## config.mk

```make
export PLATFORM = sky130hd
export DESIGN_NAME = glyph_path_flattener
export DESIGN_NICKNAME = d
export VERILOG_FILES = /design/src/gpf_pkg.sv /design/src/glyph_path_flattener.sv
export SDC_FILE = /design/constraint.sdc
export NUM_CORES = 2
export LEC_CHECK = 0
export ABC_CLOCK_PERIOD_IN_PS = 28000
export BUFFER_PORTS_ARGS = -buffer_cell sky130_fd_sc_hd__buf_2
export CAP_MARGIN = 20
export CELL_PAD_IN_SITES_DETAIL_PLACEMENT = 0
export CELL_PAD_IN_SITES_GLOBAL_PLACEMENT = 1
export CORE_ASPECT_RATIO = 0.9
export CORE_MARGIN = 2
export CORE_UTILIZATION = 25
export DETAILED_ROUTE_END_ITERATION = 6
export HOLD_SLACK_MARGIN = 0.08
export PLACE_DENSITY = 0.48
export SLEW_MARGIN = 25
export SYNTH_ARGS = -nofsm -noshare
export SYNTH_HDL_FRONTEND = slang
export SYNTH_SLANG_ARGS = --single-unit
```

## constraint.sdc

```tcl
create_clock -name aclk -period 28 [get_ports aclk]
set_input_delay 4.2 -clock aclk [delete_from_list [all_inputs] [get_ports aclk]]
set_output_delay 4.2 -clock aclk [all_outputs]
set_load 0.005 [all_outputs]
```

## src/gpf_pkg.sv

```systemverilog
// Shared constants for the glyph path flattener: command codes, fixed field
// widths and default parameter values.
// No dependencies.
package gpf_pkg;

    localparam int REQ_TYPE_W = 2;
    localparam int DELTA_W    = 16;
    localparam int VERT_W     = 32;
    localparam int SEG_CFG_W  = 7;

    localparam logic [SEG_CFG_W-1:0] SEG_RESET = SEG_CFG_W'(10);

    localparam int DEF_MAX_SEGMENTS = 64;
    localparam int DEF_FRAC_BITS    = 8;
    localparam int DEF_COORD_BITS   = 24;

    localparam logic [REQ_TYPE_W-1:0] CMD_MOVE  = 2'd0;
    localparam logic [REQ_TYPE_W-1:0] CMD_LINE  = 2'd1;
    localparam logic [REQ_TYPE_W-1:0] CMD_CURVE = 2'd2;
    localparam logic [REQ_TYPE_W-1:0] CMD_SKIP  = 2'd3;

endpackage

```

## src/glyph_path_flattener.sv

```systemverilog
// Glyph path flattener: relative path commands in, absolute fixed point vertices out.
// One shared multiplier under a micro-sequencer, plus a restoring divider.
// Depends on gpf_pkg.
//
// Move and line requests give one vertex each; an ignored command gives none.
// A curve with S segments first forms S squared and S cubed in setup, then for
// each of the S-1 interior points runs the multiplier (weights and both weighted
// sums), two divisions (one quotient bit per cycle, plus load and finish) and an
// output step, then gives the end point. Input is refused while a curve is in
// progress or a vertex waits that is not being taken. The segment count is
// written on its own channel; the user is to write it only at idle moments, and
// the block itself does not enforce this. Zero acts as one and values above
// MAX_SEGMENTS act as MAX_SEGMENTS.
module glyph_path_flattener
    import gpf_pkg::*;
#(
    parameter int MAX_SEGMENTS = DEF_MAX_SEGMENTS,
    parameter int FRAC_BITS    = DEF_FRAC_BITS,
    parameter int COORD_BITS   = DEF_COORD_BITS
) (
    input  logic                    aclk,
    input  logic                    aresetn,
    // cfg_data: segments
    input  logic                    cfg_valid,
    output logic                    cfg_ready,
    input  logic [SEG_CFG_W-1:0]    cfg_data,
    input  logic                    s_tvalid,
    output logic                    s_tready,
    // s_tdata: dx1, dy1, dx2, dy2, dx3, dy3 (16 bits each, lowest first)
    input  logic [6*DELTA_W-1:0]    s_tdata,
    // s_tuser: req_type
    input  logic [REQ_TYPE_W-1:0]   s_tuser,
    output logic                    m_tvalid,
    input  logic                    m_tready,
    // m_tdata: vx, vy (32 bits each, lowest first)
    output logic [2*VERT_W-1:0]     m_tdata,
    // m_tuser: contour_start
    output logic                    m_tuser,
    output logic                    m_tlast
);

    localparam int SEG_W  = $clog2(MAX_SEGMENTS + 1);
    localparam int A_W    = DELTA_W + 2;
    localparam int W_W    = 3 * SEG_W;
    localparam int MUL_W  = (W_W + 1 > A_W) ? W_W + 1 : A_W;
    localparam int PROD_W = W_W + A_W;
    localparam int N_W    = W_W + A_W + 2;
    localparam int D_W    = N_W + FRAC_BITS + 2;
    localparam int Q_W    = FRAC_BITS + A_W;
    localparam int R_W    = W_W + 1;
    localparam int CNT_W  = $clog2(Q_W + 1);
    localparam int OP_W   = 4;

    localparam logic [2:0] ST_IDLE  = 3'd0;
    localparam logic [2:0] ST_SETUP = 3'd1;
    localparam logic [2:0] ST_WGT   = 3'd2;
    localparam logic [2:0] ST_DLOAD = 3'd3;
    localparam logic [2:0] ST_DIV   = 3'd4;
    localparam logic [2:0] ST_EMIT  = 3'd5;
    localparam logic [2:0] ST_END   = 3'd6;

    localparam logic [SEG_W-1:0] SEG_MAX = SEG_W'(MAX_SEGMENTS);
    localparam logic [SEG_W-1:0] SEG_ONE = SEG_W'(1);
    localparam logic [W_W-1:0]   THREE   = W_W'(3);
    localparam logic [CNT_W-1:0] CNT_ALL = CNT_W'(Q_W);

    // control state
    logic [2:0]                 state_reg, state_next;
    logic [OP_W-1:0]            op_reg, op_next;
    logic [SEG_CFG_W-1:0]       segments_reg, segments_next;
    logic [SEG_W-1:0]           seg_reg, seg_next;
    logic [SEG_W-1:0]           k_reg, k_next;
    logic signed [COORD_BITS-1:0] cur_x_reg, cur_x_next, cur_y_reg, cur_y_next;
    logic                       m_valid_reg, m_valid_next;
    logic                       div_y_reg, div_y_next;
    logic [CNT_W-1:0]           cnt_reg, cnt_next;

    // datapath
    logic signed [A_W-1:0]      a1x_reg, a1x_next, a1y_reg, a1y_next;
    logic signed [A_W-1:0]      a2x_reg, a2x_next, a2y_reg, a2y_next;
    logic signed [A_W-1:0]      a3x_reg, a3x_next, a3y_reg, a3y_next;
    logic [W_W-1:0]             den_reg, den_next;
    logic [W_W-1:0]             uk_reg, uk_next;
    logic [W_W-1:0]             w1_reg, w1_next, w2_reg, w2_next, w3_reg, w3_next;
    logic signed [N_W-1:0]      acc_reg, acc_next, nx_reg, nx_next, ny_reg, ny_next;
    logic signed [PROD_W-1:0]   prod_reg;
    logic [R_W-1:0]             rem_reg, rem_next;
    logic [Q_W-1:0]             dq_reg, dq_next;
    logic                       neg_reg, neg_next;
    logic signed [Q_W:0]        off_x_reg, off_x_next, off_y_reg, off_y_next;
    logic [2*VERT_W-1:0]        m_data_reg, m_data_next;
    logic                       m_cs_reg, m_cs_next;
    logic                       m_last_reg, m_last_next;

    logic signed [MUL_W-1:0]    mul_a, mul_b;
    logic signed [2*MUL_W-1:0]  mul_full;

    logic                       out_free;
    logic                       in_fire;
    logic signed [DELTA_W-1:0]  d1x, d1y, d2x, d2y, d3x, d3y;
    logic signed [A_W-1:0]      in_a1x, in_a1y, in_a2x, in_a2y;
    logic [SEG_W-1:0]           seg_eff;
    logic [SEG_W-1:0]           u_val;
    logic signed [N_W-1:0]      acc_sum;
    logic signed [N_W-1:0]      n_sel;
    logic signed [D_W-1:0]      dval;
    logic [D_W-1:0]             mag;
    logic [R_W:0]               trial;
    logic                       trial_ge;
    logic [R_W-1:0]             div_q;
    logic signed [Q_W:0]        quot;
    logic signed [Q_W:0]        off_val;
    logic signed [COORD_BITS-1:0] mv_x, mv_y, end_x, end_y;
    logic signed [VERT_W-1:0]   base_x, base_y;

    assign d1x = s_tdata[1*DELTA_W-1 -: DELTA_W];
    assign d1y = s_tdata[2*DELTA_W-1 -: DELTA_W];
    assign d2x = s_tdata[3*DELTA_W-1 -: DELTA_W];
    assign d2y = s_tdata[4*DELTA_W-1 -: DELTA_W];
    assign d3x = s_tdata[5*DELTA_W-1 -: DELTA_W];
    assign d3y = s_tdata[6*DELTA_W-1 -: DELTA_W];

    assign in_a1x = A_W'(d1x);
    assign in_a1y = A_W'(d1y);
    assign in_a2x = in_a1x + A_W'(d2x);
    assign in_a2y = in_a1y + A_W'(d2y);

    assign out_free  = !m_valid_reg || m_tready;
    assign s_tready  = (state_reg == ST_IDLE) && out_free;
    assign in_fire   = s_tvalid && s_tready;
    assign cfg_ready = 1'b1;

    assign m_tvalid = m_valid_reg;
    assign m_tdata  = m_data_reg;
    assign m_tuser  = m_cs_reg;
    assign m_tlast  = m_last_reg;

    always_comb begin
        if (segments_reg == '0) begin
            seg_eff = SEG_ONE;
        end else if (SEG_CFG_W'(segments_reg) > SEG_CFG_W'(MAX_SEGMENTS)) begin
            seg_eff = SEG_MAX;
        end else begin
            seg_eff = SEG_W'(segments_reg);
        end
    end

    assign u_val   = seg_reg - k_reg;
    assign acc_sum = acc_reg + N_W'(prod_reg);

    assign mv_x  = cur_x_reg + COORD_BITS'(d1x);
    assign mv_y  = cur_y_reg + COORD_BITS'(d1y);
    assign end_x = cur_x_reg + COORD_BITS'(a3x_reg);
    assign end_y = cur_y_reg + COORD_BITS'(a3y_reg);
    assign base_x = VERT_W'(cur_x_reg) <<< FRAC_BITS;
    assign base_y = VERT_W'(cur_y_reg) <<< FRAC_BITS;

    // divider front end: rounding bias folded into the dividend
    assign n_sel  = div_y_reg ? ny_reg : nx_reg;
    assign dval   = (D_W'(n_sel) <<< (FRAC_BITS + 1)) + D_W'(den_reg);
    assign mag    = dval[D_W-1] ? D_W'(-dval) : D_W'(dval);
    assign div_q  = {den_reg, 1'b0};
    assign trial  = {rem_reg, dq_reg[Q_W-1]};
    assign trial_ge = trial >= {1'b0, div_q};
    assign quot   = (Q_W+1)'(dq_reg);
    assign off_val = neg_reg ? -(quot + (Q_W+1)'(rem_reg != '0)) : quot;

    // operand selection for the shared multiplier
    always_comb begin
        mul_a = '0;
        mul_b = '0;
        if (state_reg == ST_SETUP) begin
            case (op_reg)
                4'd0: begin
                    mul_a = MUL_W'(seg_reg);
                    mul_b = MUL_W'(seg_reg);
                end
                4'd1: begin
                    mul_a = MUL_W'(prod_reg[W_W-1:0]);
                    mul_b = MUL_W'(seg_reg);
                end
                default: begin
                    mul_a = '0;
                    mul_b = '0;
                end
            endcase
        end else if (state_reg == ST_WGT) begin
            case (op_reg)
                4'd0: begin
                    mul_a = MUL_W'(u_val);
                    mul_b = MUL_W'(k_reg);
                end
                4'd1: begin
                    mul_a = MUL_W'(prod_reg[W_W-1:0]);
                    mul_b = MUL_W'(u_val);
                end
                4'd2: begin
                    mul_a = MUL_W'(uk_reg);
                    mul_b = MUL_W'(k_reg);
                end
                4'd3: begin
                    mul_a = MUL_W'(k_reg);
                    mul_b = MUL_W'(k_reg);
                end
                4'd4: begin
                    mul_a = MUL_W'(prod_reg[W_W-1:0]);
                    mul_b = MUL_W'(k_reg);
                end
                4'd5: begin
                    mul_a = MUL_W'(w1_reg);
                    mul_b = MUL_W'(a1x_reg);
                end
                4'd6: begin
                    mul_a = MUL_W'(w2_reg);
                    mul_b = MUL_W'(a2x_reg);
                end
                4'd7: begin
                    mul_a = MUL_W'(w3_reg);
                    mul_b = MUL_W'(a3x_reg);
                end
                4'd8: begin
                    mul_a = MUL_W'(w1_reg);
                    mul_b = MUL_W'(a1y_reg);
                end
                4'd9: begin
                    mul_a = MUL_W'(w2_reg);
                    mul_b = MUL_W'(a2y_reg);
                end
                4'd10: begin
                    mul_a = MUL_W'(w3_reg);
                    mul_b = MUL_W'(a3y_reg);
                end
                default: begin
                    mul_a = '0;
                    mul_b = '0;
                end
            endcase
        end
    end

    assign mul_full = mul_a * mul_b;

    always_comb begin
        state_next    = state_reg;
        op_next       = op_reg;
        segments_next = segments_reg;
        seg_next      = seg_reg;
        k_next        = k_reg;
        cur_x_next    = cur_x_reg;
        cur_y_next    = cur_y_reg;
        m_valid_next  = m_valid_reg;
        div_y_next    = div_y_reg;
        cnt_next      = cnt_reg;
        a1x_next = a1x_reg;
        a1y_next = a1y_reg;
        a2x_next = a2x_reg;
        a2y_next = a2y_reg;
        a3x_next = a3x_reg;
        a3y_next = a3y_reg;
        den_next = den_reg;
        uk_next  = uk_reg;
        w1_next  = w1_reg;
        w2_next  = w2_reg;
        w3_next  = w3_reg;
        acc_next = acc_reg;
        nx_next  = nx_reg;
        ny_next  = ny_reg;
        rem_next = rem_reg;
        dq_next  = dq_reg;
        neg_next = neg_reg;
        off_x_next  = off_x_reg;
        off_y_next  = off_y_reg;
        m_data_next = m_data_reg;
        m_cs_next   = m_cs_reg;
        m_last_next = m_last_reg;

        if (m_tready) begin
            m_valid_next = 1'b0;
        end
        if (cfg_valid && cfg_ready) begin
            segments_next = cfg_data;
        end

        case (state_reg)
            ST_IDLE: begin
                if (in_fire) begin
                    if (s_tuser == CMD_MOVE || s_tuser == CMD_LINE) begin
                        cur_x_next   = mv_x;
                        cur_y_next   = mv_y;
                        m_valid_next = 1'b1;
                        m_data_next  = {VERT_W'(mv_y) <<< FRAC_BITS,
                                        VERT_W'(mv_x) <<< FRAC_BITS};
                        m_cs_next    = (s_tuser == CMD_MOVE);
                        m_last_next  = 1'b1;
                    end else if (s_tuser == CMD_CURVE) begin
                        a1x_next   = in_a1x;
                        a1y_next   = in_a1y;
                        a2x_next   = in_a2x;
                        a2y_next   = in_a2y;
                        a3x_next   = in_a2x + A_W'(d3x);
                        a3y_next   = in_a2y + A_W'(d3y);
                        seg_next   = seg_eff;
                        op_next    = '0;
                        state_next = ST_SETUP;
                    end
                end
            end
            ST_SETUP: begin
                // S squared, then S cubed
                op_next = op_reg + 1'b1;
                if (op_reg == 4'd2) begin
                    den_next = prod_reg[W_W-1:0];
                    op_next  = '0;
                    k_next   = SEG_ONE;
                    state_next = (seg_reg == SEG_ONE) ? ST_END : ST_WGT;
                end
            end
            ST_WGT: begin
                op_next = op_reg + 1'b1;
                case (op_reg)
                    4'd1: uk_next = prod_reg[W_W-1:0];
                    4'd2: w1_next = prod_reg[W_W-1:0] * THREE;
                    4'd3: w2_next = prod_reg[W_W-1:0] * THREE;
                    4'd5: w3_next = prod_reg[W_W-1:0];
                    4'd6: acc_next = N_W'(prod_reg);
                    4'd7: acc_next = acc_sum;
                    4'd8: nx_next = acc_sum;
                    4'd9: acc_next = N_W'(prod_reg);
                    4'd10: acc_next = acc_sum;
                    4'd11: begin
                        ny_next    = acc_sum;
                        div_y_next = 1'b0;
                        op_next    = '0;
                        state_next = ST_DLOAD;
                    end
                    default: begin
                    end
                endcase
            end
            ST_DLOAD: begin
                neg_next   = dval[D_W-1];
                rem_next   = R_W'(mag >> Q_W);
                dq_next    = mag[Q_W-1:0];
                cnt_next   = CNT_ALL;
                state_next = ST_DIV;
            end
            ST_DIV: begin
                if (cnt_reg != '0) begin
                    rem_next = trial_ge ? R_W'(trial - {1'b0, div_q}) : R_W'(trial);
                    dq_next  = {dq_reg[Q_W-2:0], trial_ge};
                    cnt_next = cnt_reg - 1'b1;
                end else if (!div_y_reg) begin
                    off_x_next = off_val;
                    div_y_next = 1'b1;
                    state_next = ST_DLOAD;
                end else begin
                    off_y_next = off_val;
                    state_next = ST_EMIT;
                end
            end
            ST_EMIT: begin
                if (out_free) begin
                    m_valid_next = 1'b1;
                    m_data_next  = {base_y + VERT_W'(off_y_reg), base_x + VERT_W'(off_x_reg)};
                    m_cs_next    = 1'b0;
                    m_last_next  = 1'b0;
                    if (k_reg == seg_reg - SEG_ONE) begin
                        state_next = ST_END;
                    end else begin
                        k_next     = k_reg + SEG_ONE;
                        state_next = ST_WGT;
                    end
                end
            end
            ST_END: begin
                if (out_free) begin
                    cur_x_next   = end_x;
                    cur_y_next   = end_y;
                    m_valid_next = 1'b1;
                    m_data_next  = {VERT_W'(end_y) <<< FRAC_BITS,
                                    VERT_W'(end_x) <<< FRAC_BITS};
                    m_cs_next    = 1'b0;
                    m_last_next  = 1'b1;
                    state_next   = ST_IDLE;
                end
            end
            default: begin
                state_next = ST_IDLE;
            end
        endcase
    end

    always_ff @(posedge aclk) begin
        if (!aresetn) begin
            state_reg    <= ST_IDLE;
            op_reg       <= '0;
            segments_reg <= SEG_RESET;
            seg_reg      <= SEG_ONE;
            k_reg        <= SEG_ONE;
            cur_x_reg    <= '0;
            cur_y_reg    <= '0;
            m_valid_reg  <= 1'b0;
            div_y_reg    <= 1'b0;
            cnt_reg      <= '0;
        end else begin
            state_reg    <= state_next;
            op_reg       <= op_next;
            segments_reg <= segments_next;
            seg_reg      <= seg_next;
            k_reg        <= k_next;
            cur_x_reg    <= cur_x_next;
            cur_y_reg    <= cur_y_next;
            m_valid_reg  <= m_valid_next;
            div_y_reg    <= div_y_next;
            cnt_reg      <= cnt_next;
        end
    end

    always_ff @(posedge aclk) begin
        prod_reg   <= mul_full[PROD_W-1:0];
        a1x_reg    <= a1x_next;
        a1y_reg    <= a1y_next;
        a2x_reg    <= a2x_next;
        a2y_reg    <= a2y_next;
        a3x_reg    <= a3x_next;
        a3y_reg    <= a3y_next;
        den_reg    <= den_next;
        uk_reg     <= uk_next;
        w1_reg     <= w1_next;
        w2_reg     <= w2_next;
        w3_reg     <= w3_next;
        acc_reg    <= acc_next;
        nx_reg     <= nx_next;
        ny_reg     <= ny_next;
        rem_reg    <= rem_next;
        dq_reg     <= dq_next;
        neg_reg    <= neg_next;
        off_x_reg  <= off_x_next;
        off_y_reg  <= off_y_next;
        m_data_reg <= m_data_next;
        m_cs_reg   <= m_cs_next;
        m_last_reg <= m_last_next;
    end

    // a contour start is always the only vertex of its request
    a_cs_is_last: assert property (@(posedge aclk) disable iff (!aresetn)
        m_tvalid && m_tuser |-> m_tlast)
        else $error("contour start vertex without last flag");

    // partial remainder stays below the divisor while iterating
    a_rem_bound: assert property (@(posedge aclk) disable iff (!aresetn)
        state_reg == ST_DIV |-> rem_reg < div_q)
        else $error("divider remainder out of range");

    // interior points only for k between 1 and S-1
    a_k_range: assert property (@(posedge aclk) disable iff (!aresetn)
        state_reg == ST_WGT |-> (k_reg != '0 && k_reg < seg_reg))
        else $error("interior point index out of range");

    // a request that produces vertices leaves either a vertex or work in flight
    a_req_progress: assert property (@(posedge aclk) disable iff (!aresetn)
        s_tvalid && s_tready && s_tuser != CMD_SKIP |=> m_tvalid || state_reg != ST_IDLE)
        else $error("request dropped without output");

endmodule

```

==> impl_metrics.py <==
metrics = {
    "run_status": {
        "status": "finished clean",
    },
    "clock_tree": {
        "insertion_delay_ns": 0.69,
        "clk_pin_slew_ns": 0.06,
        "cts.sinks": 621,
        "h-tree-depth": 3,
        "clock_path_buffers": 3,
        "cts_setup_buffers": 0,
        "hold_buffers": 0,
        "cts_resized": 0,
        "numCtsBuffers": 81,
        "cts-root-buf": "clkbuf_16",
        "cts_tree": "yes",
    },
    "placed_design": {
        "dpl.hpwl_mm": 153,
        "gp_congestion": 0.851,
        "portBuffers": 177,
        "placed_area_um2": 59200,
    },
    "logic_synthesis": {
        "yosysSeqAreaShare": 0.318,
        "netlist_instances": 5703,
        "ys_ff_latch": 621,
        "syn-cell-area_um2": 54700,
        "synthDominantCellAreaShare": 0.274,
        "synth.largest_area_cell": "edfxtp_1",
        "yosysMostFrequentCell": "nand2_1",
        "synth.top_cells.by_count": "nand2_1, inv_1, edfxtp_1, ha_1, fa_1",
        "synth_edf_count": 499,
        "avgSynthCellArea_um2": 9.60,
        "syn_nets": 6694,
        "synth_area_leaders": "edfxtp_1, fa_1, ha_1, nand2_1, dfxtp_1",
        "synth.distinct_cells": 103,
        "synth-async-reset-ratio": 0,
        "ys_dominant_reg_cell": "edfxtp_1",
        "yosys_warnings": 0,
    },
    "run": {
        "cap_violations": 0,
    },
    "final_layout": {
        "final_nets": 6829,
        "area_growth_pct": 13.0,
        "drive_above_1_share": 0.0867,
        "largest_reg_flops": 64,
        "final_cell_area_um2": 61800,
    },
    "sta": {
        "slew_headroom": 0.312,
        "slew_violations": 0,
        "setup_viol": 0,
        "final.setup_skew_ns": 0.0406,
        "hold_viol_final": 0,
        "worst_slew_pin_slew_ns": 1.02,
        "tns_ns": 0,
        "timing.final.crit_share": 0.388,
        "min_period_ns": 10.86,
        "timing.fmax_ghz": 0.0921,
        "rsz0062_at_grt": "no",
    },
    "floorplan": {
        "initial_core_util": 0.252,
        "die_h_um": 448,
        "rows": 162,
        "core_area_um2": 217000,
        "dieArea_um2": 223000,
        "die_w_um": 497,
        "io_pins": 179,
    },
    "grt": {
        "antenna_found_initial": 23,
        "grt.total_usage": 0.173,
        "grt_max_degree": 87,
        "overflow": 0,
        "grt_pass1_wl_mm": 288,
        "first_global_vias": 42600,
    },
    "pwr": {
        "pwr-share-clk": 0.353,
        "peakVddDrop_uv": 37.0,
        "swShare": 0.336,
        "switchingPower_mw": 0.998,
        "pwr-share-comb": 0.266,
        "power_density_nw_per_um2": 48.0,
        "p_int_mw": 1.97,
        "power.total_mw": 2.97,
        "seqPwrFrac": 0.382,
        "power_leakage_nw": 26.1,
    },
    "critical_path": {
        "worstPathArrival_ns": 11.41,
        "ff2ff_path_depth": 33,
        "end_kind": "register",
        "rr_startpoint": "op_reg[1]",
        "crit_type": "register to register",
        "slowest_delay_ns": 1.06,
        "r2r-end": "prod_reg[38]",
        "cp_slowest_cell": "clkinv_1",
        "rrSetupSlack_ns": 17.14,
        "cp.required_ns": 28.54,
        "cp_max_fo": 27,
        "cp-start-kind": "register",
    },
    "detailed_routing": {
        "routed-via-count": 42100,
        "drtAntennaViolNets": 0,
        "drt-initial-drc-count": 3151,
        "via_per_inst": 4.80,
        "routed_wl_mm": 195,
        "post-route-drc-count": 0,
        "drt_pass1_iterations": 5,
        "drt-wirelength-per-cell_um": 22.2,
    },
    "hold_path": {
        "hold_end": "seg_reg[2]",
        "hold_path.class": "register to register",
        "whs_path_depth": 2,
        "min-delay-start": "segments_reg[2]",
    },
}
worst max path at each step:
stage                     startpoint           end  slack, ns  cells after the start
after global placement     op_reg[1]  prod_reg[38]      17.14                     33
final                      op_reg[1]  prod_reg[38]      17.14                     33
after floorplan             m_tready      s_tready      19.22                      3
after global routing       op_reg[1]  prod_reg[38]      16.56                     33
after CTS                  op_reg[1]  prod_reg[38]      17.00                     33
after detailed placement   op_reg[1]  prod_reg[38]      17.02                     33
kinds of logic (layout without fill, tap and decap cells):
logic type,count (synthesis),after routing,synth area share
other cells,1,3,0.0000685
xor+xnor,386,386,0.0619
buf+inv,853,1053,0.0591
flops,621,621,0.318
simple gates,1601,1601,0.135
mux,65,65,0.0125
fa+ha+maj,881,881,0.255
compound gates,1295,1295,0.159
metal layers:
metal,up-vias,GRT usage,wire length (µm)
li1,20200,-,-
met1,20900,0.259,99000
met2,852,0.258,81500
met3,183,0.0301,10600
met4,8,0.0353,3910
met5,-,0,56
power by group through the flow:
| stage | Sequential [mW] | Clock (mW) | Combinational (mW) |
|---|---|---|---|
| after floorplan | 1.12 | 0 | 0.528 |
| after global routing | 1.14 | 1.11 | 0.870 |
| after detailed placement | 1.15 | 0 | 0.784 |
| final | 1.13 | 1.05 | 0.789 |
| after global placement | 1.15 | 0 | 0.782 |
| after CTS | 1.13 | 1.08 | 0.788 |
cells in the final DEF (no fill, tap or decap), types with 76 or more instances in the layout:
cell type and instances:
xor2_1 107, clkbuf_16 84, a21o_1 110, a31oi_1 76
edfxtp_1 499, nand3_1 101, fa_1 389, dfxtp_1 121
a22oi_1 93, xnor2_1 278, buf_4 76, and2_1 91
inv_1 648, ha_1 492, o21ai_0 234, nor2_1 347
nor3_1 92, a21oi_1 308, buf_2 178, nand2_1 659
area by class of cell:
class / count / area, µm²
diodes: 2 / 5.00
clock buffers: 99 / 2170
clock inverters: 49 / 432
fillers: 22800 / 155000
inverters: 651 / 2450
multi-input cells: 4229 / 34300
flip-flops and latches: 621 / 17400
well taps: 2870 / 3590
repair buffers: 254 / 1460
metrics by stage:
| step | hold slack (ns) | instances | setup slack (ns) | utilization |
|---|---|---|---|---|
| finish | 0.502 | 8775 | 17.14 | 0.285 |
| global route | 0.545 | 8773 | 16.56 | 0.285 |
| CTS | 0.509 | 8773 | 17.00 | 0.285 |
| detailed placement | 0.495 | 8625 | 17.02 | 0.273 |
| global placement | 0.495 | 8623 | 17.14 | 0.273 |
| floorplan | 0.455 | 5703 | 19.22 | - |
critical path, delay by kind of cell (launching register included):
kind / cells / cell delay [ns]
buffers and inverters: 8 / 1.51
and+or+nand+nor: 7 / 2.46
xor gates and xnor gates: 1 / 0.13
adders and majority gates: 9 / 3.99
DFF: 1 / 0.39
AOI/OAI and AO/OA: 8 / 2.25
Power figures use the tool's default switching activity.
